[src/sv/tls_client_hello_sni_extractor_top_defines.svh]
// Assertion macros shared by the SNI extractor RTL.
`ifndef TLS_CLIENT_HELLO_SNI_EXTRACTOR_TOP_DEFINES_SVH
`define TLS_CLIENT_HELLO_SNI_EXTRACTOR_TOP_DEFINES_SVH

// A condition that must hold at every clock edge outside reset.
`define TCSE_ASSERT_ALWAYS(lbl, cond, msg) \
    lbl: assert property (@(posedge i_clk) disable iff (!i_rst_n) (cond)) else $error(msg);

// A condition that must hold whenever its antecedent holds.
`define TCSE_ASSERT_IMP(lbl, ante, cons, msg) \
    lbl: assert property (@(posedge i_clk) disable iff (!i_rst_n) \
        (ante) |-> (cons)) else $error(msg);

`endif

[src/sv/tcse_pkg.sv]
// Package with types, constants and helpers of the SNI extractor.
package tcse_pkg;

    // Default parameter values.
    localparam int LENGTH_BITS_DEF = 16;
    localparam int QUEUE_DEPTH_DEF = 4;

    // Width of intermediate sums of positions and lengths.
    localparam int SUM_BITS = 18;

    // Protocol constants.
    localparam logic [7:0]  REC_HANDSHAKE   = 8'h16;
    localparam logic [7:0]  VER_MAJOR       = 8'h03;
    localparam logic [7:0]  HS_CLIENT_HELLO = 8'h01;
    localparam logic [7:0]  NAME_HOST       = 8'h00;
    localparam logic [15:0] EXT_SERVER_NAME = 16'h0000;
    localparam int          POS_REC_TYPE    = 0;
    localparam int          POS_VER_MAJOR   = 1;
    localparam int          POS_HS_TYPE     = 5;
    localparam int          HDR_MIN_LEN     = 43;
    localparam int          HDR_LAST_POS    = 42;

    // Result kinds.
    localparam logic [1:0] KIND_NAME  = 2'd0;
    localparam logic [1:0] KIND_FOUND = 2'd1;
    localparam logic [1:0] KIND_NONE  = 2'd2;

    // Parser phases.
    typedef enum logic [3:0] {
        PH_IDLE  = 4'd0,
        PH_HDR   = 4'd1,
        PH_SID   = 4'd2,
        PH_CS_HI = 4'd3,
        PH_CS_LO = 4'd4,
        PH_COMP  = 4'd5,
        PH_ET_HI = 4'd6,
        PH_ET_LO = 4'd7,
        PH_X_T0  = 4'd8,
        PH_X_T1  = 4'd9,
        PH_X_L0  = 4'd10,
        PH_X_L1  = 4'd11,
        PH_SNI   = 4'd12,
        PH_NAME  = 4'd13,
        PH_DONE  = 4'd14
    } t_phase;

    // Work passed from the parser to the output side for one input byte.
    typedef struct packed {
        logic        name_vld;
        logic [7:0]  name_byte;
        logic        name_last;
        logic        verd_vld;
        logic        verd_found;
        logic [15:0] host_len;
    } t_entry;

    // True when another extension header starts at least five bytes before the end.
    function automatic logic ext_fits(input logic [15:0] pos, input logic [15:0] count,
                                      input logic [15:0] ext_end);
        return (SUM_BITS'(pos) + SUM_BITS'(5) + SUM_BITS'(count)) < SUM_BITS'(ext_end);
    endfunction

endpackage

[src/sv/tcse_front.sv]
// Front end: accepts payload bytes and walks the ClientHello structure.
`include "tls_client_hello_sni_extractor_top_defines.svh"
module tcse_front #(
    parameter int LENGTH_BITS = tcse_pkg::LENGTH_BITS_DEF
) (
    input  logic            i_clk,
    input  logic            i_rst_n,
    input  logic            i_valid,
    output logic            o_ready,
    input  logic [7:0]      i_data_byte,
    input  logic            i_first_byte,
    input  logic            i_last_byte,
    input  logic [15:0]     i_payload_length,
    input  logic            i_full,
    output logic            o_push,
    output tcse_pkg::t_entry o_entry
);
    import tcse_pkg::*;

    localparam logic [LENGTH_BITS-1:0] LEN_MAX = '1;
    // Sub-steps inside the server_name extension body.
    localparam logic [15:0] SNI_NAME_TYPE = 16'd2;
    localparam logic [15:0] SNI_LEN_HI    = 16'd3;
    localparam logic [15:0] SNI_LEN_LO    = 16'd4;

    t_phase                 r_phase, n_phase;
    logic [LENGTH_BITS-1:0] r_pos, n_pos;
    logic [LENGTH_BITS-1:0] r_total, n_total;
    logic [15:0]            r_field, n_field;
    logic [15:0]            r_skip, n_skip;
    logic [LENGTH_BITS-1:0] r_ext_end, n_ext_end;
    logic [15:0]            r_name_rem, n_name_rem;
    logic [1:0]             r_flags, n_flags;

    logic accept;
    logic active;

    assign o_ready = !i_full;
    assign accept  = i_valid && !i_full;
    // A byte outside a payload is taken but ignored.
    assign active  = i_first_byte || (r_phase != PH_IDLE);

    // Next-state logic of the parser.
    always_comb begin
        t_phase                 c_phase;
        logic [LENGTH_BITS-1:0] p;
        logic [LENGTH_BITS-1:0] len;
        logic [15:0]            v;
        logic [SUM_BITS-1:0]    s;
        logic [15:0]            p16;
        logic [15:0]            ext16;

        // A first byte restarts from the reset state.
        if (i_first_byte) begin
            c_phase    = PH_HDR;
            p          = '0;
            len        = (i_payload_length > 16'(LEN_MAX)) ? LEN_MAX
                                                            : LENGTH_BITS'(i_payload_length);
            n_field    = '0;
            n_skip     = '0;
            n_ext_end  = '0;
            n_name_rem = '0;
            n_flags    = '0;
        end else begin
            c_phase    = r_phase;
            p          = r_pos;
            len        = r_total;
            n_field    = r_field;
            n_skip     = r_skip;
            n_ext_end  = r_ext_end;
            n_name_rem = r_name_rem;
            n_flags    = r_flags;
        end
        n_phase = c_phase;
        n_pos   = p;
        n_total = len;
        v       = '0;
        s       = '0;
        p16     = 16'(p);
        ext16   = 16'(n_ext_end);

        if (active) begin
            if (n_skip != '0) begin
                n_skip = n_skip - 16'd1;
            end else begin
                case (c_phase)
                    PH_HDR: begin
                        if ((p == LENGTH_BITS'(POS_REC_TYPE) &&
                             (i_data_byte != REC_HANDSHAKE ||
                              len <= LENGTH_BITS'(HDR_MIN_LEN))) ||
                            (p == LENGTH_BITS'(POS_VER_MAJOR) && i_data_byte != VER_MAJOR) ||
                            (p == LENGTH_BITS'(POS_HS_TYPE) && i_data_byte != HS_CLIENT_HELLO))
                        begin
                            n_phase = PH_DONE;
                        end else if (p >= LENGTH_BITS'(HDR_LAST_POS)) begin
                            n_phase = PH_SID;
                        end
                    end
                    PH_SID, PH_COMP: begin
                        s = SUM_BITS'(p) + SUM_BITS'(3) + SUM_BITS'(i_data_byte);
                        if (s >= SUM_BITS'(len)) begin
                            n_phase = PH_DONE;
                        end else begin
                            n_skip  = 16'(i_data_byte);
                            n_phase = (c_phase == PH_SID) ? PH_CS_HI : PH_ET_HI;
                        end
                    end
                    PH_CS_HI: begin
                        n_field = {i_data_byte, 8'h00};
                        n_phase = PH_CS_LO;
                    end
                    PH_CS_LO: begin
                        v = n_field | {8'h00, i_data_byte};
                        s = SUM_BITS'(p) + SUM_BITS'(2) + SUM_BITS'(v);
                        if (s >= SUM_BITS'(len)) begin
                            n_phase = PH_DONE;
                        end else begin
                            n_skip  = v;
                            n_phase = PH_COMP;
                        end
                    end
                    PH_ET_HI: begin
                        n_field = {i_data_byte, 8'h00};
                        n_phase = PH_ET_LO;
                    end
                    PH_ET_LO: begin
                        // Extension area, clipped to the payload length.
                        v = n_field | {8'h00, i_data_byte};
                        s = SUM_BITS'(p) + SUM_BITS'(1) + SUM_BITS'(v);
                        n_ext_end = (s > SUM_BITS'(len)) ? len : LENGTH_BITS'(s);
                        ext16     = 16'(n_ext_end);
                        n_phase   = ext_fits(p16, 16'd0, ext16) ? PH_X_T0 : PH_DONE;
                    end
                    PH_X_T0: begin
                        n_field = {i_data_byte, 8'h00};
                        n_phase = PH_X_T1;
                    end
                    PH_X_T1: begin
                        n_field = n_field | {8'h00, i_data_byte};
                        n_phase = PH_X_L0;
                    end
                    PH_X_L0: begin
                        n_name_rem = {i_data_byte, 8'h00};
                        n_phase    = PH_X_L1;
                    end
                    PH_X_L1: begin
                        v = n_name_rem | {8'h00, i_data_byte};
                        if (n_field == EXT_SERVER_NAME) begin
                            n_field    = v;
                            n_name_rem = '0;
                            n_phase    = PH_SNI;
                        end else if (ext_fits(p16, v, ext16)) begin
                            n_skip  = v;
                            n_phase = PH_X_T0;
                        end else begin
                            n_phase = PH_DONE;
                        end
                    end
                    PH_SNI: begin
                        if (p >= n_ext_end) begin
                            n_phase = PH_DONE;
                        end else if (n_name_rem < SNI_NAME_TYPE) begin
                            n_name_rem = n_name_rem + 16'd1;
                        end else if (n_name_rem == SNI_NAME_TYPE) begin
                            if (i_data_byte == NAME_HOST) begin
                                n_name_rem = SNI_LEN_HI;
                            end else begin
                                // Other name type: skip the rest of this extension.
                                v = (n_field >= 16'd3) ? (n_field - 16'd3) : 16'd0;
                                if (ext_fits(p16, v, ext16)) begin
                                    n_skip  = v;
                                    n_phase = PH_X_T0;
                                end else begin
                                    n_phase = PH_DONE;
                                end
                            end
                        end else if (n_name_rem == SNI_LEN_HI) begin
                            n_field    = {i_data_byte, 8'h00};
                            n_name_rem = SNI_LEN_LO;
                        end else begin
                            v          = n_field | {8'h00, i_data_byte};
                            n_field    = v;
                            n_flags[1] = 1'b1;
                            s = SUM_BITS'(p) + SUM_BITS'(1) + SUM_BITS'(v);
                            if (v == 16'd0 || s > SUM_BITS'(n_ext_end)) begin
                                n_phase = PH_DONE;
                            end else begin
                                n_name_rem = v;
                                n_phase    = PH_NAME;
                            end
                        end
                    end
                    PH_NAME: begin
                        if (n_name_rem != '0) begin
                            n_name_rem = n_name_rem - 16'd1;
                        end
                        if (n_name_rem == '0) begin
                            n_flags[0] = 1'b1;
                            n_phase    = PH_DONE;
                        end
                    end
                    default: begin
                    end
                endcase
            end

            // The position counter saturates at the largest length.
            if (p != LEN_MAX) begin
                n_pos = p + LENGTH_BITS'(1);
            end
            if (i_last_byte) begin
                n_phase = PH_IDLE;
            end
        end else begin
            n_phase = r_phase;
        end
    end

    // Queue entry for the accepted byte.
    always_comb begin
        o_entry            = '0;
        o_entry.name_vld   = active && (i_first_byte ? 1'b0 : r_skip == '0) &&
                             !i_first_byte && r_phase == PH_NAME;
        o_entry.name_byte  = i_data_byte;
        o_entry.name_last  = (r_name_rem == 16'd1);
        o_entry.verd_vld   = active && i_last_byte;
        o_entry.verd_found = n_flags[0];
        o_entry.host_len   = n_flags[1] ? n_field : 16'd0;
        o_push             = accept && (o_entry.name_vld || o_entry.verd_vld);
    end

    // Parser state registers.
    always_ff @(posedge i_clk) begin
        if (!i_rst_n) begin
            r_phase <= PH_IDLE;
        end else if (accept) begin
            r_phase <= n_phase;
        end
    end

    always_ff @(posedge i_clk) begin
        if (accept) begin
            r_pos      <= n_pos;
            r_total    <= n_total;
            r_field    <= n_field;
            r_skip     <= n_skip;
            r_ext_end  <= n_ext_end;
            r_name_rem <= n_name_rem;
            r_flags    <= n_flags;
        end
    end

    // While name characters stream, at least one is still owed.
    `TCSE_ASSERT_IMP(a_name_owed, r_phase == PH_NAME, r_name_rem != 16'd0, "name phase with no characters left")

endmodule

[src/sv/tcse_fifo.sv]
// Short queue between the parser and the output side.
`include "tls_client_hello_sni_extractor_top_defines.svh"
module tcse_fifo #(
    parameter int DEPTH = tcse_pkg::QUEUE_DEPTH_DEF
) (
    input  logic             i_clk,
    input  logic             i_rst_n,
    input  logic             i_push,
    input  tcse_pkg::t_entry i_entry,
    input  logic             i_pop,
    output tcse_pkg::t_entry o_head,
    output logic             o_empty,
    output logic             o_full
);
    import tcse_pkg::*;

    localparam int PTR_W = (DEPTH > 1) ? $clog2(DEPTH) : 1;
    localparam int CNT_W = $clog2(DEPTH + 1);

    t_entry             r_mem [DEPTH];
    logic [PTR_W-1:0]   r_wr_ptr, n_wr_ptr;
    logic [PTR_W-1:0]   r_rd_ptr, n_rd_ptr;
    logic [CNT_W-1:0]   r_count, n_count;
    logic               do_push;
    logic               do_pop;

    assign o_empty = (r_count == '0);
    assign o_full  = (r_count == CNT_W'(DEPTH));
    assign o_head  = r_mem[r_rd_ptr];
    assign do_push = i_push && !o_full;
    assign do_pop  = i_pop && !o_empty;

    // Pointer and occupancy update.
    always_comb begin
        n_wr_ptr = r_wr_ptr;
        n_rd_ptr = r_rd_ptr;
        n_count  = r_count;
        if (do_push) begin
            n_wr_ptr = (r_wr_ptr == PTR_W'(DEPTH - 1)) ? '0 : r_wr_ptr + PTR_W'(1);
        end
        if (do_pop) begin
            n_rd_ptr = (r_rd_ptr == PTR_W'(DEPTH - 1)) ? '0 : r_rd_ptr + PTR_W'(1);
        end
        if (do_push && !do_pop) begin
            n_count = r_count + CNT_W'(1);
        end else if (do_pop && !do_push) begin
            n_count = r_count - CNT_W'(1);
        end
    end

    always_ff @(posedge i_clk) begin
        if (!i_rst_n) begin
            r_wr_ptr <= '0;
            r_rd_ptr <= '0;
            r_count  <= '0;
        end else begin
            r_wr_ptr <= n_wr_ptr;
            r_rd_ptr <= n_rd_ptr;
            r_count  <= n_count;
        end
    end

    // Entry storage.
    always_ff @(posedge i_clk) begin
        if (do_push) begin
            r_mem[r_wr_ptr] <= i_entry;
        end
    end

    `TCSE_ASSERT_ALWAYS(a_count_range, r_count <= CNT_W'(DEPTH), "queue occupancy beyond depth")
    `TCSE_ASSERT_IMP(a_no_overflow, i_push, !o_full, "push into a full queue")

endmodule

[src/sv/tcse_back.sv]
// Back end: expands queue entries into result transactions.
`include "tls_client_hello_sni_extractor_top_defines.svh"
module tcse_back (
    input  logic             i_clk,
    input  logic             i_rst_n,
    input  tcse_pkg::t_entry i_head,
    input  logic             i_empty,
    output logic             o_pop,
    output logic             o_valid,
    input  logic             i_ready,
    output logic [1:0]       o_kind,
    output logic [7:0]       o_name_byte,
    output logic             o_name_last,
    output logic [15:0]      o_name_length,
    output logic             o_run_last
);
    import tcse_pkg::*;

    logic        r_valid, n_valid;
    logic        r_sub, n_sub;
    logic [1:0]  r_kind, n_kind;
    logic [7:0]  r_byte, n_byte;
    logic        r_last, n_last;
    logic [15:0] r_len, n_len;
    logic        r_run_last, n_run_last;
    logic        load;

    assign load = !r_valid || i_ready;

    // Pick the next result: the name character first, then the verdict.
    always_comb begin
        n_valid    = r_valid;
        n_sub      = r_sub;
        n_kind     = r_kind;
        n_byte     = r_byte;
        n_last     = r_last;
        n_len      = r_len;
        n_run_last = r_run_last;
        o_pop      = 1'b0;
        if (load) begin
            n_valid = !i_empty;
            if (!i_empty) begin
                if (i_head.name_vld && !r_sub) begin
                    n_kind     = KIND_NAME;
                    n_byte     = i_head.name_byte;
                    n_last     = i_head.name_last;
                    n_len      = 16'd0;
                    n_run_last = !i_head.verd_vld;
                    n_sub      = i_head.verd_vld;
                    o_pop      = !i_head.verd_vld;
                end else begin
                    n_kind     = i_head.verd_found ? KIND_FOUND : KIND_NONE;
                    n_byte     = 8'h00;
                    n_last     = 1'b0;
                    n_len      = i_head.host_len;
                    n_run_last = 1'b1;
                    n_sub      = 1'b0;
                    o_pop      = 1'b1;
                end
            end
        end
    end

    always_ff @(posedge i_clk) begin
        if (!i_rst_n) begin
            r_valid <= 1'b0;
            r_sub   <= 1'b0;
        end else begin
            r_valid <= n_valid;
            r_sub   <= n_sub;
        end
    end

    // Output register payload.
    always_ff @(posedge i_clk) begin
        r_kind     <= n_kind;
        r_byte     <= n_byte;
        r_last     <= n_last;
        r_len      <= n_len;
        r_run_last <= n_run_last;
    end

    assign o_valid       = r_valid;
    assign o_kind        = r_kind;
    assign o_name_byte   = r_byte;
    assign o_name_last   = r_last;
    assign o_name_length = r_len;
    assign o_run_last    = r_run_last;

    // A half-sent entry stays at the queue head until its verdict goes out.
    `TCSE_ASSERT_IMP(a_sub_head, r_sub, !i_empty && i_head.name_vld && i_head.verd_vld, "verdict pending without a matching head entry")

endmodule

[src/sv/tls_client_hello_sni_extractor_top.sv]
// A result passes through the queue and then the output register after its byte is accepted.
// One payload byte is taken per cycle while the queue is not full; a byte that yields a name
// character and the verdict gives two results, which the queue absorbs.
// The queue depth and the single output register set how long the output may stall.
// Reset (synchronous, active low) returns the parser to idle and empties the queue.
module tls_client_hello_sni_extractor_top #(
    parameter int LENGTH_BITS = tcse_pkg::LENGTH_BITS_DEF,
    parameter int QUEUE_DEPTH = tcse_pkg::QUEUE_DEPTH_DEF
) (
    input  logic        i_clk,
    input  logic        i_rst_n,
    input  logic        s_axis_tvalid,
    output logic        s_axis_tready,
    input  logic [23:0] s_axis_tdata,   // data_byte [7:0], payload_length [23:8]
    input  logic        s_axis_tlast,   // last_byte
    input  logic [0:0]  s_axis_tuser,   // first_byte [0]
    output logic        m_axis_tvalid,
    input  logic        m_axis_tready,
    output logic [31:0] m_axis_tdata,   // name_byte [7:0], name_last [8], name_length [24:9]
    output logic        m_axis_tlast,   // run_last
    output logic [1:0]  m_axis_tuser    // result_kind [1:0]
);
    import tcse_pkg::*;

    t_entry      entry;
    t_entry      head;
    logic        push;
    logic        pop;
    logic        full;
    logic        empty;
    logic [7:0]  name_byte;
    logic        name_last;
    logic [15:0] name_length;

    // Parser front end.
    tcse_front #(
        .LENGTH_BITS (LENGTH_BITS)
    ) u_front (
        .i_clk            (i_clk),
        .i_rst_n          (i_rst_n),
        .i_valid          (s_axis_tvalid),
        .o_ready          (s_axis_tready),
        .i_data_byte      (s_axis_tdata[7:0]),
        .i_first_byte     (s_axis_tuser[0]),
        .i_last_byte      (s_axis_tlast),
        .i_payload_length (s_axis_tdata[23:8]),
        .i_full           (full),
        .o_push           (push),
        .o_entry          (entry)
    );

    // Queue between the two halves.
    tcse_fifo #(
        .DEPTH (QUEUE_DEPTH)
    ) u_fifo (
        .i_clk   (i_clk),
        .i_rst_n (i_rst_n),
        .i_push  (push),
        .i_entry (entry),
        .i_pop   (pop),
        .o_head  (head),
        .o_empty (empty),
        .o_full  (full)
    );

    // Result output stage.
    tcse_back u_back (
        .i_clk         (i_clk),
        .i_rst_n       (i_rst_n),
        .i_head        (head),
        .i_empty       (empty),
        .o_pop         (pop),
        .o_valid       (m_axis_tvalid),
        .i_ready       (m_axis_tready),
        .o_kind        (m_axis_tuser),
        .o_name_byte   (name_byte),
        .o_name_last   (name_last),
        .o_name_length (name_length),
        .o_run_last    (m_axis_tlast)
    );

    assign m_axis_tdata = {7'b0000000, name_length, name_last, name_byte};

endmodule

[config.mk]
export PLATFORM = sky130hd
export DESIGN_NAME = tls_client_hello_sni_extractor_top
export DESIGN_NICKNAME = d
export VERILOG_FILES = /design/src/sv/tcse_pkg.sv /design/src/sv/tcse_front.sv /design/src/sv/tcse_fifo.sv /design/src/sv/tcse_back.sv /design/src/sv/tls_client_hello_sni_extractor_top.sv
export VERILOG_INCLUDE_DIRS = /design/src /design/src/sv
export SDC_FILE = /design/constraint.sdc
export NUM_CORES = 1
export LEC_CHECK = 0
export ABC_CLOCK_PERIOD_IN_PS = 25700
export BUFFER_PORTS_ARGS = -buffer_cell sky130_fd_sc_hd__buf_2
export CAP_MARGIN = 0
export CORE_MARGIN = 4
export CORE_UTILIZATION = 55
export CTS_CLUSTER_DIAMETER = 80
export CTS_CLUSTER_SIZE = 12
export DETAILED_ROUTE_END_ITERATION = 10
export PLACE_DENSITY = 0.83
export SYNTH_ARGS = -nofsm -noshare
export SYNTH_HDL_FRONTEND = slang
export SYNTH_SLANG_ARGS = --single-unit
export TNS_END_PERCENT = 5
[constraint.sdc]
create_clock -name i_clk -period 25.7 [get_ports i_clk]
set_input_delay 5.14 -clock i_clk [delete_from_list [all_inputs] [get_ports i_clk]]
set_output_delay 5.14 -clock i_clk [all_outputs]
set_load 0.02 [all_outputs]
# == After elaboration in Yosys (flattened, before gate mapping) ==
# Memory sizes are Yosys's and may differ from the RTL's. A register that Yosys moved wholly into a read port is not among the register bits.
# Index checks and enable logic that the tools add are counted.
# op_classes
add_sub_neg,18
n_lt_le_gt_ge,13
n_eq_ne,26
mux,93
bitwise,3
n_reduce_logical,44
# op_table
cell,count
16-bit 2-to-1 mux,46
16-bit one-hot mux with 4 select lines,3
16-bit zero test,5
18-bit by 16-bit adder with 18-bit output,4
4-bit 2-to-1 mux,14
18-bit by 16-bit less-than comparator with 1-bit output,3
4-bit one-hot mux with 12 select lines,1
18-bit by 16-bit >= comparator with 1-bit output,2
18-bit by 16-bit > comparator with 1-bit output,2
16-bit by 2-bit adder with 17-bit output (second input constant),2
16-bit by 1-bit adder with 16-bit output (second input constant),2
16-bit by 1-bit == test with 1-bit output (second input constant),2
16-bit by 2-bit == test with 1-bit output (second input constant),2
16-bit by 8-bit OR with 16-bit output,2
16-bit nonzero test,2
16-bit by 1-bit subtractor with 16-bit output (second input constant),2
4-bit == test (second input constant),7
18-bit by 8-bit adder with 18-bit output,1
2-bit 2-to-1 mux,9
3-bit 2-to-1 mux,6
16-bit by 1-bit adder with 17-bit output (second input constant),1
16-bit by 3-bit adder with 17-bit output (second input constant),1
16-bit by 3-bit == test with 1-bit output (second input constant),1
4-bit by 3-bit == test with 1-bit output (second input constant),4
other kinds (30),73
# word_totals
reg_bits,139
mem_bits_rw,112
out_inout_bits,37
word_cells,216
memories,1
# mem_list
memory,depth,width,read_ports,rd_ports_with_merged_regs,write_ports,line_no,source
u_fifo.r_mem,4,28,1,1,1,tcse_fifo.sv:20,t_entry r_mem [DEPTH];

# == Longest topological paths before layout ==
# depth
word_depth,13
depth_mapped,40
depth_no_buf,34

# == Modules after synthesis ==
# Synthesis repeated with hierarchy kept, for this count alone.
# hier_totals
cells_unflattened,2210
area_unflattened_um2,21190.3
# by_module_without_submodules
mod,instances,cells_each,area_each_um2
tcse_front,1,1935,15391.0
tcse_fifo,1,197,4570.6
tcse_back,1,69,1164.9
tls_client_hello_sni_extractor_top,1,9,63.8

# == Worst setup path before layout ==
# Ideal clock, no wire load.
# synth_timing
kind,input -> register
from,input port s_axis_tuser
to,register u_front.r_phase[2]
t_arrival_ns,11.557
t_required_ns,25.567
slack_ns,14.010
stages,38
path_cell_list,buf_6 -> buf_6 -> buf_4 -> buf_2 -> buf_2 -> buf_1 -> clkbuf_1 -> clkbuf_1 -> nor2_1 -> fa_1 -> a211oi_1 -> o21bai_1 -> a21oi_1 -> o21bai_1 -> a21oi_1 -> o21bai_1 -> a21oi_1 -> xnor2_1 -> (+2 left out) -> nor2_1 -> a2111oi_0 -> nor2_1 -> a211oi_1 -> o21bai_1 -> clkbuf_1 -> o21ai_0 -> ha_1 -> a21o_1 -> a21o_1 -> a21oi_1 -> nor2b_1 -> o21ai_0 -> nand4b_1 -> a21oi_1 -> nand2_1 -> o21ai_0 -> a311oi_1
# synth_between
elab_chain_len,13
# synth_rtl
item,line_no,source
start: declaration,tls_client_hello_sni_extractor_top.sv:16,"input logic [0:0] s_axis_tuser,"
"parallel branches: the longest is 13 deep, another holds 18-bit by 16-bit adder with 18-bit output",--,
end signal: assignment,tcse_front.sv:237,r_phase <= n_phase;
end: declaration,tcse_front.sv:26,"t_phase r_phase, n_phase;"
# Several ways; the timed one is not identified. The select of a mux whose other input is x is not followed.
# A chain may end at the register's enable or synchronous reset.

# == Final worst setup path ==
# Same ends and word-level chain as after synthesis.

==> results.json <==
{
  "status": "finished, final reports clean",
  "dpl.hpwl_um": 58130,
  "vdd_drop_max_mv": 0.05659,
  "setup_tns_ns": 0,
  "port_buffers": 59,
  "r2r_cells": 27,
  "criticalPathCategory": "in2reg",
  "synth.most_common_cell": "edfxtp_1",
  "cpMaxStageDelayCell": "o21bai_2",
  "synth_top_area_share_pct": 32.66,
  "ys_warn_count": 0,
  "clockBufferDepth": 3,
  "start_kind": "input pin",
  "end_kind": "register",
  "viasPerCell": 6.824,
  "crit_family": "compound AO/OA/AOI/OAI gates",
  "power.leakage_nw": 9.403,
  "io_pins": 67,
  "rsz0062_at_grt": "false",
  "first_iter_violations": 2604,
  "post-route-util_pct": 60.20,
  "worstHoldStart": "u_back.o_valid",
  "drcViolationCount": 0,
  "r2r-end": "u_front.r_phase[2]",
  "setup_viol": 0,
  "vias": 19899,
  "synth_edf_count": 238,
  "place.gp.congestion": 1.073,
  "cts_hold_buf": 0,
  "cpPeakStageDelay_ns": 0.82,
  "synth.area.top_cells": "edfxtp_1 33%, ha_1 12%, a21oi_1 4.7%",
  "ctsResizeCount": 0,
  "synth_ff_type": "edfxtp_1",
  "grt_max_degree": 73,
  "post_cts_buffers": 0,
  "nets": 2623,
  "timing.final.crit_share_pct": 49.50,
  "worst_pin_slew_ns": 1.257,
  "numCtsBuffers": 28,
  "cpMostUsedCell": "o21ai_0",
  "min_period_ns": 12.72,
  "die-area_um2": 43040,
  "die_y_um": 207.5,
  "synth_cell_types": 102,
  "postSynthCellCount": 2364,
  "post_drt_wl_per_cell_um": 26.16,
  "grt_antenna_before_repair": 1,
  "grt_pass1_vias": 19191,
  "drv_slew": 0,
  "cp.arrival_ns": 13.16,
  "ys_ff_latch": 253,
  "min_to": "u_back.o_valid",
  "drv_cap": 0,
  "critPathBufInv": 3,
  "yosys.area.top_type": "edfxtp_1",
  "hold_viol_final": 0,
  "antenna_cells": 0,
  "p_total_mw": 1.964,
  "drt_wl_total_um": 76290,
  "crit_fanout": 72,
  "grt_pass1_wl_um": 115200,
  "hold_path_depth": 2,
  "track_usage_pct": 33.90,
  "cp.required_ns": 26.13,
  "overflow": 0,
  "slew_headroom_pct": 15.74,
  "cts.sinks": 253,
  "start_util_pct": 56.09,
  "htreeDepth": 1,
  "synthesis.area_um2": 21880,
  "seq_area_frac_synth_pct": 34.04,
  "drtAntennaViolNets": 0,
  "rows": 72,
  "clock-root-buffer": "clkbuf_16",
  "reg2reg_slack_ns": 17.05,
  "core_area_um2": 39010,
  "syn_avg_cell_area_um2": 9.255,
  "drive_gt1_share_pct": 10.18,
  "areaGrowthSynthToFinish_pct": 7.331,
  "die_x_um": 207.5,
  "fmax_ghz": 0.07861,
  "powerDensity_nw_per_um2": 83.62,
  "hold_class": "reg2reg",
  "synthTopCellsByCount": "238 x edfxtp_1, 223 x nand2_1, 210 x ha_1",
  "regToRegStartpoint": "u_front.r_pos[0]",
  "clk_latency_ns": 0.60,
  "cts_tree": "built",
  "clk_pin_slew_ns": 0.06,
  "clock_skew_ns": 0.02088,
  "synthArstFlopShare_pct": 0,
  "first_pass_iters": 6
}
-- state kept, by name (all words and copies together), names as in the netlist, 8 cells and up, named ones only --
| name | flops |
|---|---|
| u_front.r_field | 16 |
| u_front.r_skip | 16 |
| u_front.r_pos | 16 |
| u_back.o_name_length | 16 |
| u_front.r_total | 16 |
| u_back.o_name_byte | 8 |
| u_front.r_ext_end | 16 |
| u_fifo.r_mem | 112 |
| u_front.r_name_rem | 16 |
-- per-stage QoR --
step / worst slack [ns] / hold WS, ns / cell area [um^2] / std cells
finish: 12.98 / 0.5100 / 23480 / 2916
global route: 12.30 / 0.5408 / 23480 / 2916
CTS: 13.26 / 0.5107 / 23480 / 2916
detailed placement: 12.66 / 0.4908 / 22580 / 2866
global placement: 12.79 / 0.4642 / 22580 / 2866
floorplan: 14.01 / 0.4634 / 21900 / 2370
-- worst register-to-register path: cells and delay by family, from the launching register on --
kind                     cells  cell delay, ns
AO/OA/AOI/OAI               14            4.22
AND/OR/NAND/NOR              9            2.20
adder cells (fa/ha/maj)      3            1.04
flip-flops                   1            0.82
XOR/XNOR                     1            0.21
-- cells by family (layout without fill, tap and decap cells) --
logic type               count (synthesis)  after routing  share of synthesized area, %
AO/OA/AOI/OAI                          692            692                         20.42
XOR/XNOR                               137            137                         5.553
adder cells (fa/ha/maj)                215            215                         12.47
buffers and inverters                  204            232                         3.997
flip-flops                             253            253                         34.04
multiplexers                            73             73                         5.061
other                                    1              7                       0.01714
AND/OR/NAND/NOR                        789            789                         18.45
-- area by class of cell --
cell class / instances / area (um^2)
clock buffer: 42 / 774.5
multi-input combinational: 1913 / 13600
clock inverter: 8 / 131.4
inverter: 90 / 340.3
tap: 518 / 648.1
timing repair buffer: 92 / 545.5
fill: 3348 / 15520
sequential: 253 / 7448
-- worst max path at each step --
stage	depth (start not counted)	start	slack (ns)	end
3_3_place_gp	24	s_axis_tuser	12.79	u_front.r_skip[3]
3_5_place_dp	24	s_axis_tuser	12.66	u_front.r_skip[3]
6_report	30	s_axis_tuser	12.98	u_front.r_phase[2]
2_1_floorplan	38	s_axis_tuser	14.01	u_front.r_phase[2]
5_1_grt	31	s_axis_tuser	12.30	u_front.r_phase[2]
4_1_cts	24	s_axis_tuser	13.26	u_front.r_skip[3]
-- metal layers --
metal | vias to the layer above | part of all wire, % | track usage [%]
li1 | 8908 | - | -
met1 | 9391 | 38 | 43.78
met2 | 1272 | 45 | 53.93
met3 | 328 | 11 | 6.362
met4 | 0 | 7.1 | 18.90
met5 | - | 0 | 0
-- power by group --
group | total (mW) | internal (mW) | switching (mW)
Combinational | 0.950 | 0.355 | 0.596
Sequential | 0.603 | 0.544 | 0.0599
Clock | 0.410 | 0.231 | 0.179
Total | 1.96 | 1.13 | 0.835
-- placed cells by master, fill, tap and decap left out, drive strengths merged, types with 55 or more instances in the layout --
cell type  count
xnor2         93
a21o          71
a21oi        207
ha           210
o21ai        161
nor2b         55
nor3          65
nor2         175
edfxtp       238
buf           92
nand2        223
inv           94
(Power assumes the default switching activity.)
